`src/rtl/dercr_pkg.sv`:
```
// ----------------------------------------------------------------------------
// Directory-entry cache package
// Sizes, register indexes, operation codes and beat types shared by the
// directory-entry cache tag store.
// ----------------------------------------------------------------------------
package dercr_pkg;

  localparam int ENTRIES = 64;
  localparam int IDX_W   = $clog2(ENTRIES);

  localparam int ID_W     = 48;
  localparam int SLOT_W   = 6;
  localparam int BSL_W    = 4;
  localparam int BLK_W    = 39;
  localparam int OFF_W    = 15;
  localparam int PADDR_W  = 4;
  localparam int PDATA_W  = 64;

  localparam logic OP_LOOKUP = 1'b0;
  localparam logic OP_FILL   = 1'b1;

  localparam logic REG_ROOT_ID         = 1'b0;
  localparam logic REG_BLOCK_SIZE_LOG2 = 1'b1;

  localparam logic [BSL_W-1:0] BSL_RESET = 4'd11;

  typedef struct packed {
    logic              opcode;
    logic [ID_W-1:0]   id;
    logic [SLOT_W-1:0] slot;
    logic              fill_ok;
  } in_item_t;

  typedef struct packed {
    logic              hit;
    logic [SLOT_W-1:0] slot_index;
    logic              from_root;
    logic              need_fetch;
    logic [BLK_W-1:0]  block_address;
    logic [OFF_W-1:0]  byte_offset;
  } out_item_t;

endpackage

```
`src/rtl/dir_entry_cache_round_robin.sv`:
```
// ----------------------------------------------------------------------------
// Directory-entry cache tag store
// Fully associative tag store with first-free allocation and round-robin
// replacement, scanned one tag per cycle through a dual-port tag memory.
// ----------------------------------------------------------------------------
// A fill beat is answered in the cycle after acceptance; a lookup compares
// slots from zero up with one tag memory read per cycle until a hit or miss.
// One beat is in flight at a time and the input stalls until the result leaves;
// a miss holds the block until all slots are scanned and its result has left.
// Reset clears the per-slot valid bits so every slot reads as free, with no
// clearing pass; the replacement pointer resets to slot zero.
module dir_entry_cache_round_robin (
  input  logic                       clk_i,
  input  logic                       rst_ni,
  input  logic                       in_valid_i,
  output logic                       in_stall_o,
  input  dercr_pkg::in_item_t        in_data_i,
  output logic                       out_valid_o,
  input  logic                       out_stall_i,
  output dercr_pkg::out_item_t       out_data_o,
  input  logic                       psel,
  input  logic                       penable,
  input  logic                       pwrite,
  input  logic [dercr_pkg::PADDR_W-1:0] paddr,
  input  logic [dercr_pkg::PDATA_W-1:0] pwdata,
  output logic [dercr_pkg::PDATA_W-1:0] prdata,
  output logic                       pready
);
  import dercr_pkg::*;

  typedef enum logic [1:0] {
    ST_IDLE,
    ST_SCAN,
    ST_OUT
  } state_e;

  state_e            state_q;
  logic [IDX_W-1:0]  rd_addr_q;
  logic              cmp_vld_q;
  logic [IDX_W-1:0]  cmp_idx_q;
  logic [ID_W-1:0]   id_q;
  logic              free_q;
  logic [IDX_W-1:0]  free_idx_q;
  logic [IDX_W-1:0]  ptr_q;
  out_item_t         out_q;

  logic [ID_W-1:0]   root_q;
  logic [BSL_W-1:0]  bsl_q;

  logic [ID_W-1:0]   mem_q [ENTRIES];
  logic [ENTRIES-1:0] vld_q;
  logic [ID_W-1:0]   rd_data_q;
  logic              rd_vld_q;

  logic              in_acc;
  logic              cfg_wr;
  logic [ID_W-1:0]   cur_tag;
  logic              cur_match;
  logic              cur_free;
  logic              last_cmp;
  logic              miss_done;
  logic              have_free;
  logic [IDX_W-1:0]  victim;
  logic [IDX_W-1:0]  ptr_next;
  logic              is_root;
  logic [ID_W-1:0]   shifted;
  logic [OFF_W-1:0]  off_mask;
  logic              mem_we;
  logic [IDX_W-1:0]  mem_wa;
  logic [ID_W-1:0]   mem_wd;

  assign in_stall_o  = (state_q != ST_IDLE);
  assign in_acc      = in_valid_i && (state_q == ST_IDLE);
  assign out_valid_o = (state_q == ST_OUT);
  assign out_data_o  = out_q;

  assign pready = 1'b1;
  assign cfg_wr = psel && penable && pwrite;

  always_comb begin
    case (paddr[3])
      REG_ROOT_ID:         prdata = PDATA_W'(root_q);
      REG_BLOCK_SIZE_LOG2: prdata = PDATA_W'(bsl_q);
      default:             prdata = '0;
    endcase
  end

  always_ff @(posedge clk_i or negedge rst_ni) begin
    if (!rst_ni) begin
      root_q <= '0;
      bsl_q  <= BSL_RESET;
    end else if (cfg_wr) begin
      case (paddr[3])
        REG_ROOT_ID:         root_q <= pwdata[ID_W-1:0];
        REG_BLOCK_SIZE_LOG2: bsl_q  <= pwdata[BSL_W-1:0];
        default:             root_q <= root_q;
      endcase
    end
  end

  assign cur_tag   = rd_vld_q ? rd_data_q : '0;
  assign cur_match = cmp_vld_q && (cur_tag == id_q);
  assign cur_free  = cmp_vld_q && (cur_tag == '0);
  assign last_cmp  = cmp_vld_q && (cmp_idx_q == IDX_W'(ENTRIES - 1));
  assign miss_done = (state_q == ST_SCAN) && last_cmp && !cur_match;
  assign have_free = free_q || cur_free;
  assign victim    = free_q ? free_idx_q : (cur_free ? cmp_idx_q : ptr_q);
  assign ptr_next  = (ptr_q == IDX_W'(ENTRIES - 1)) ? '0 : ptr_q + 1'b1;
  assign is_root   = (id_q == root_q);
  assign shifted   = id_q >> bsl_q;
  assign off_mask  = OFF_W'((16'd1 << bsl_q) - 16'd1);

  always_comb begin
    mem_we = 1'b0;
    mem_wa = victim;
    mem_wd = id_q;
    if (in_acc && (in_data_i.opcode == OP_FILL)) begin
      mem_we = in_data_i.fill_ok && (32'(in_data_i.slot) < ENTRIES);
      mem_wa = IDX_W'(in_data_i.slot);
      mem_wd = in_data_i.id;
    end else if (miss_done && is_root) begin
      mem_we = 1'b1;
    end
  end

  always_ff @(posedge clk_i) begin
    if (mem_we) begin
      mem_q[mem_wa] <= mem_wd;
    end
    rd_data_q <= mem_q[rd_addr_q];
    rd_vld_q  <= vld_q[rd_addr_q];
  end

  always_ff @(posedge clk_i or negedge rst_ni) begin
    if (!rst_ni) begin
      vld_q <= '0;
    end else if (mem_we) begin
      vld_q[mem_wa] <= 1'b1;
    end
  end

  always_ff @(posedge clk_i or negedge rst_ni) begin
    if (!rst_ni) begin
      state_q    <= ST_IDLE;
      rd_addr_q  <= '0;
      cmp_vld_q  <= 1'b0;
      cmp_idx_q  <= '0;
      free_q     <= 1'b0;
      free_idx_q <= '0;
      ptr_q      <= '0;
      id_q       <= '0;
      out_q      <= '0;
    end else begin
      case (state_q)
        ST_IDLE: begin
          cmp_vld_q <= 1'b0;
          if (in_valid_i) begin
            id_q <= in_data_i.id;
            if (in_data_i.opcode == OP_FILL) begin
              out_q            <= '0;
              out_q.slot_index <= in_data_i.slot;
              state_q          <= ST_OUT;
            end else begin
              rd_addr_q <= '0;
              free_q    <= 1'b0;
              state_q   <= ST_SCAN;
            end
          end
        end
        ST_SCAN: begin
          cmp_vld_q <= 1'b1;
          cmp_idx_q <= rd_addr_q;
          if (rd_addr_q != IDX_W'(ENTRIES - 1)) begin
            rd_addr_q <= rd_addr_q + 1'b1;
          end
          if (cur_match) begin
            out_q            <= '0;
            out_q.hit        <= 1'b1;
            out_q.slot_index <= SLOT_W'(cmp_idx_q);
            cmp_vld_q        <= 1'b0;
            state_q          <= ST_OUT;
          end else begin
            if (cur_free && !free_q) begin
              free_q     <= 1'b1;
              free_idx_q <= cmp_idx_q;
            end
            if (last_cmp) begin
              out_q            <= '0;
              out_q.slot_index <= SLOT_W'(victim);
              if (is_root) begin
                out_q.from_root <= 1'b1;
              end else begin
                out_q.need_fetch    <= 1'b1;
                out_q.block_address <= shifted[BLK_W-1:0];
                out_q.byte_offset   <= id_q[OFF_W-1:0] & off_mask;
              end
              if (!have_free) begin
                ptr_q <= ptr_next;
              end
              cmp_vld_q <= 1'b0;
              state_q   <= ST_OUT;
            end
          end
        end
        ST_OUT: begin
          if (!out_stall_i) begin
            state_q <= ST_IDLE;
          end
        end
        default: begin
          state_q <= ST_IDLE;
        end
      endcase
    end
  end

  a_fill_answers_next: assert property (@(posedge clk_i) disable iff (!rst_ni)
    (in_valid_i && !in_stall_o && (in_data_i.opcode == OP_FILL)) |=> out_valid_o)
    else $error("fill beat not answered in the next cycle");

  a_hit_no_fetch: assert property (@(posedge clk_i) disable iff (!rst_ni)
    (out_valid_o && out_data_o.hit) |-> (!out_data_o.need_fetch && !out_data_o.from_root))
    else $error("hit result also requests a fetch or a root fill");

  a_root_xor_fetch: assert property (@(posedge clk_i) disable iff (!rst_ni)
    out_valid_o |-> !(out_data_o.from_root && out_data_o.need_fetch))
    else $error("result marks both a root fill and a fetch");

  a_ptr_moves_on_miss: assert property (@(posedge clk_i) disable iff (!rst_ni)
    (ptr_q != $past(ptr_q)) |-> ($past(state_q) == ST_SCAN))
    else $error("replacement pointer moved outside a lookup");

endmodule
```
`config.mk`:
```
export PLATFORM = sky130hd
export DESIGN_NAME = dir_entry_cache_round_robin
export DESIGN_NICKNAME = d
export VERILOG_FILES = /design/src/rtl/dercr_pkg.sv /design/src/rtl/dir_entry_cache_round_robin.sv
export SDC_FILE = /design/constraint.sdc
export NUM_CORES = 2
export LEC_CHECK = 0
export BUFFER_PORTS_ARGS = -buffer_cell sky130_fd_sc_hd__buf_4
export CORE_MARGIN = 2
export CORE_UTILIZATION = 62
export DETAILED_ROUTE_END_ITERATION = 12
export PLACE_DENSITY = 0.79
export SLEW_MARGIN = 20
export SYNTH_ARGS = -nofsm -noshare
export SYNTH_HDL_FRONTEND = slang
export SYNTH_SLANG_ARGS = --single-unit
```
`constraint.sdc`:
```
create_clock -name clk_i -period 5.4 [get_ports clk_i]
set_input_delay 1.35 -clock clk_i [delete_from_list [all_inputs] [get_ports clk_i]]
set_output_delay 1.35 -clock clk_i [all_outputs]
set_load 0.02 [all_outputs]
```
==> impl_metrics.yaml <==
outcome:
  status: "complete, no violations"
worst_setup_path:
  slowest_stage: "nand2b_1"
  crit_chain: "or4_4, nor4_2, a41o_1, nand4_1, or3_1, or2_1, a31oi_1, nand2b_1, buf_4, nor2_4, buf_12"
  crit_fanout: 48
  crit_family: "simple AND/OR/NAND/NOR gates"
  rrSetupSlack_ns: 0.55
  critPathLaunch: "id_q[37]$_DFFE_PN0P_"
  arrival_ns: 5.40
  critical_path_class: "flop to flop"
  path_buf_inv: 2
  cp.required_ns: 5.96
  end_kind: "flop"
  r2r_start: "id_q[37]$_DFFE_PN0P_"
  cpPeakStageDelay_ns: 0.65
  cp-start-kind: "flop"
clocking:
  htree_levels: 5
  path_clk_slew_ns: 0.06
  root_buffer: "clkbuf_16"
  post_cts_buffers: 0
  cts.sinks: 3376
  cts_hold_buf: 0
  cts.repair.resized: 0
  cts_buffers: 330
  clock_latency_ns: 1.02
  clk_path_buf_depth: 4
  cts_tree: "built"
die:
  core_area_sq_mm: 0.212
  io-pin-count: 261
  die_x_um: 466
  die_area_sq_mm: 0.217
  rows: 169
  dieHeight_um: 466
  start_util: 0.624
sta:
  setup_viol_count_final: 0
  clock.fmax_mhz: 206
  skew_ns: 0.0836
  holdWs_ns: 0.359
  hold_viol_final: 0
  grt_setup_unrepaired: "no"
  period_minus_slack_ns: 4.85
  finalMaxSlewViolations: 0
  slew-limit-headroom: 0.167
  max_slew.worst_pin.slew_ns: 1.25
  timing.final.crit_share: 0.897
yosys:
  post-synth-top-area-fraction: 0.697
  ys_top_cells_by_count: "3072 x edfxtp_1, 1034 x mux4_2, 321 x nand2_1"
  synth_top_family_by_area: "multiplexers"
  syn_inst: 6025
  synth-warning-count: 0
  yosys.area_share.simple: 0.0220
  post-synth-top-count-cell: "edfxtp_1"
  synth_compound_area_frac: 0.0166
  netlist_area_sq_mm: 0.132
  synthDistinctLibCells: 72
  ys_seq_area_frac: 0.753
  muxShareOfSynthArea: 0.191
  synth_top_area_cell: "edfxtp_1"
  synth_seq_cells: 3376
  syn_area_per_cell_sq_um: 22.0
  synth-xor-area-share: 0.00443
  synth_area_leaders: "edfxtp_1 70%, mux4_2 18%, dfrtp_1 4.8%"
  synth-edff-count: 3072
  synth_flop_cell: "edfxtp_1"
  synth-async-reset-ratio: 0.0755
  synth_adder_area_share: 0.000284
global_routing:
  first_global_vias: 72100
  grt_usage: 0.388
  grt_pass1_wl_um: 579000
  antenna_found_initial: 41
  grt_max_degree: 98
  overflow: 0
finish:
  n_fill_cell: 11200
  ff_latch_area_sq_mm: 0.0996
  syn_to_final_growth_pct: 13.6
  drive_above_1_share: 0.322
  final_nets: 6613
  multi_input_area_sq_mm: 0.0318
route:
  drt-wirelength-per-cell_um: 43.6
  wirelength_um: 416000
  route.detailed.drc: 0
  first_pass_iters: 8
  ant_nets: 0
  viasPerCell: 7.50
  vias: 71600
  drt_iter0_drc: 13700
power:
  finalPower_mw: 75.1
  peakVddDrop_mv: 0.414
  power_leakage_nw: 48.3
  powerDensity_mw_per_mm2: 499
placement:
  place_hpwl_um: 207000
  io_buffers: 224
  place_congestion: 0.948
run:
  drv_cap: 0
min_path:
  min_path_type: "input port to asynchronous set/reset pin"
through the flow:
step	setup TNS, ns	cells	instance area [sq um]	worst slack (ns)	util
after floorplan	-17.11	6040	132000	-0.0264	-
after global placement	0	8964	140000	0.788	0.659
after detailed placement	0	8965	140000	0.928	0.659
after CTS	0	9538	150000	0.798	0.708
after global routing	0	9545	150000	0.595	0.709
final	0	9552	150000	0.554	0.709
cells in the final DEF, fill, tap and decap left out, types with 10 or more instances in the layout:
cell        Yosys  layout
a211oi_1       15      15
a21oi_1        32      32
a22o_1         44      44
a22oi_1        12      12
a32o_1         10      10
buf_12          0      86
buf_4          21     402
bufinv_16       0      34
clkbuf_1      266      65
clkbuf_16       0     335
clkinv_1        2      62
clkinv_2        0      51
clkinvlp_4      0      10
conb_1          2      17
dfrtp_1       252     246
dfxtp_1        49      49
diode_2         0      11
edfxtp_1     3072    3072
inv_1          22      22
mux2_2         67      67
mux2i_1       124     124
mux4_2       1034    1034
nand2_1       321     306
nand2b_1       21      21
nand3_1        16      16
nand4_1        21      21
nor2_1        118      54
nor2_4          0      64
nor2b_1        60      60
nor4_1         20      20
o21ai_0        63      51
o21ai_4         3      15
o21bai_1       65      65
o22ai_1        12      12
xnor2_1        60      60
final timing paths:
path,to,depth (start not counted)
hold reg to reg,vld_q[30]$_DFFE_PN0P_,1
hold / removal,root_q[30]$_DFFE_PN0P_,1
setup / recovery,mem_q[53][17]$_DFFE_PP_,11
min in group clk_i,vld_q[30]$_DFFE_PN0P_,1
max in group asynchronous,out_data_o[30]$_DFFE_PN0P_,2
setup reg to reg,mem_q[53][17]$_DFFE_PP_,11
sequential cells by signal (all words and copies together), names as in the netlist:
signal and cells:
mem_q 3072, vld_q 64, out_data_o 63, id_q 48, rd_data_q 48, root_q 48
cmp_idx_q 6, free_idx_q 6, ptr_q 6, rd_addr_q 6, bsl_q 4, state_q 2
cmp_vld_q 1, free_q 1, rd_vld_q 1
per-layer routing:
metal / global-route usage / routed length, um / vias up
li1: - / - / 26000
met1: 0.502 / 130000 / 36800
met2: 0.590 / 194000 / 7209
met3: 0.123 / 63800 / 1553
met4: 0.222 / 28600 / 36
met5: 0.00769 / 517 / -
cell families (layout without fill, tap and decap cells):
family          count (synthesis)  in the layout
mux                          1225           1225
compound gates                305            305
flops                        3376           3376
xor+xnor                       67             67
buf+inv                       415           1095
other cells                     2             28
simple gates                  632            632
fa+ha+maj                       3              3
final cells by class:
cell class                      count  area share
Clock buffer                      408      0.0581
Sequential cell                  3376       0.663
Tap cell                         2821      0.0235
Multi-Input combinational cell   2249       0.211
Clock inverter                    165      0.0111
Antenna cell                       11    0.000183
Inverter                           24    0.000599
Timing Repair Buffer              498      0.0326
power by group:
group	switching (mW)	internal, mW	leakage [nW]
logic	11.4	6.23	11.6
clock network	10.2	13.1	5.08
registers	1.29	32.9	31.6
No activity file was read; power rests on OpenSTA's default activity.
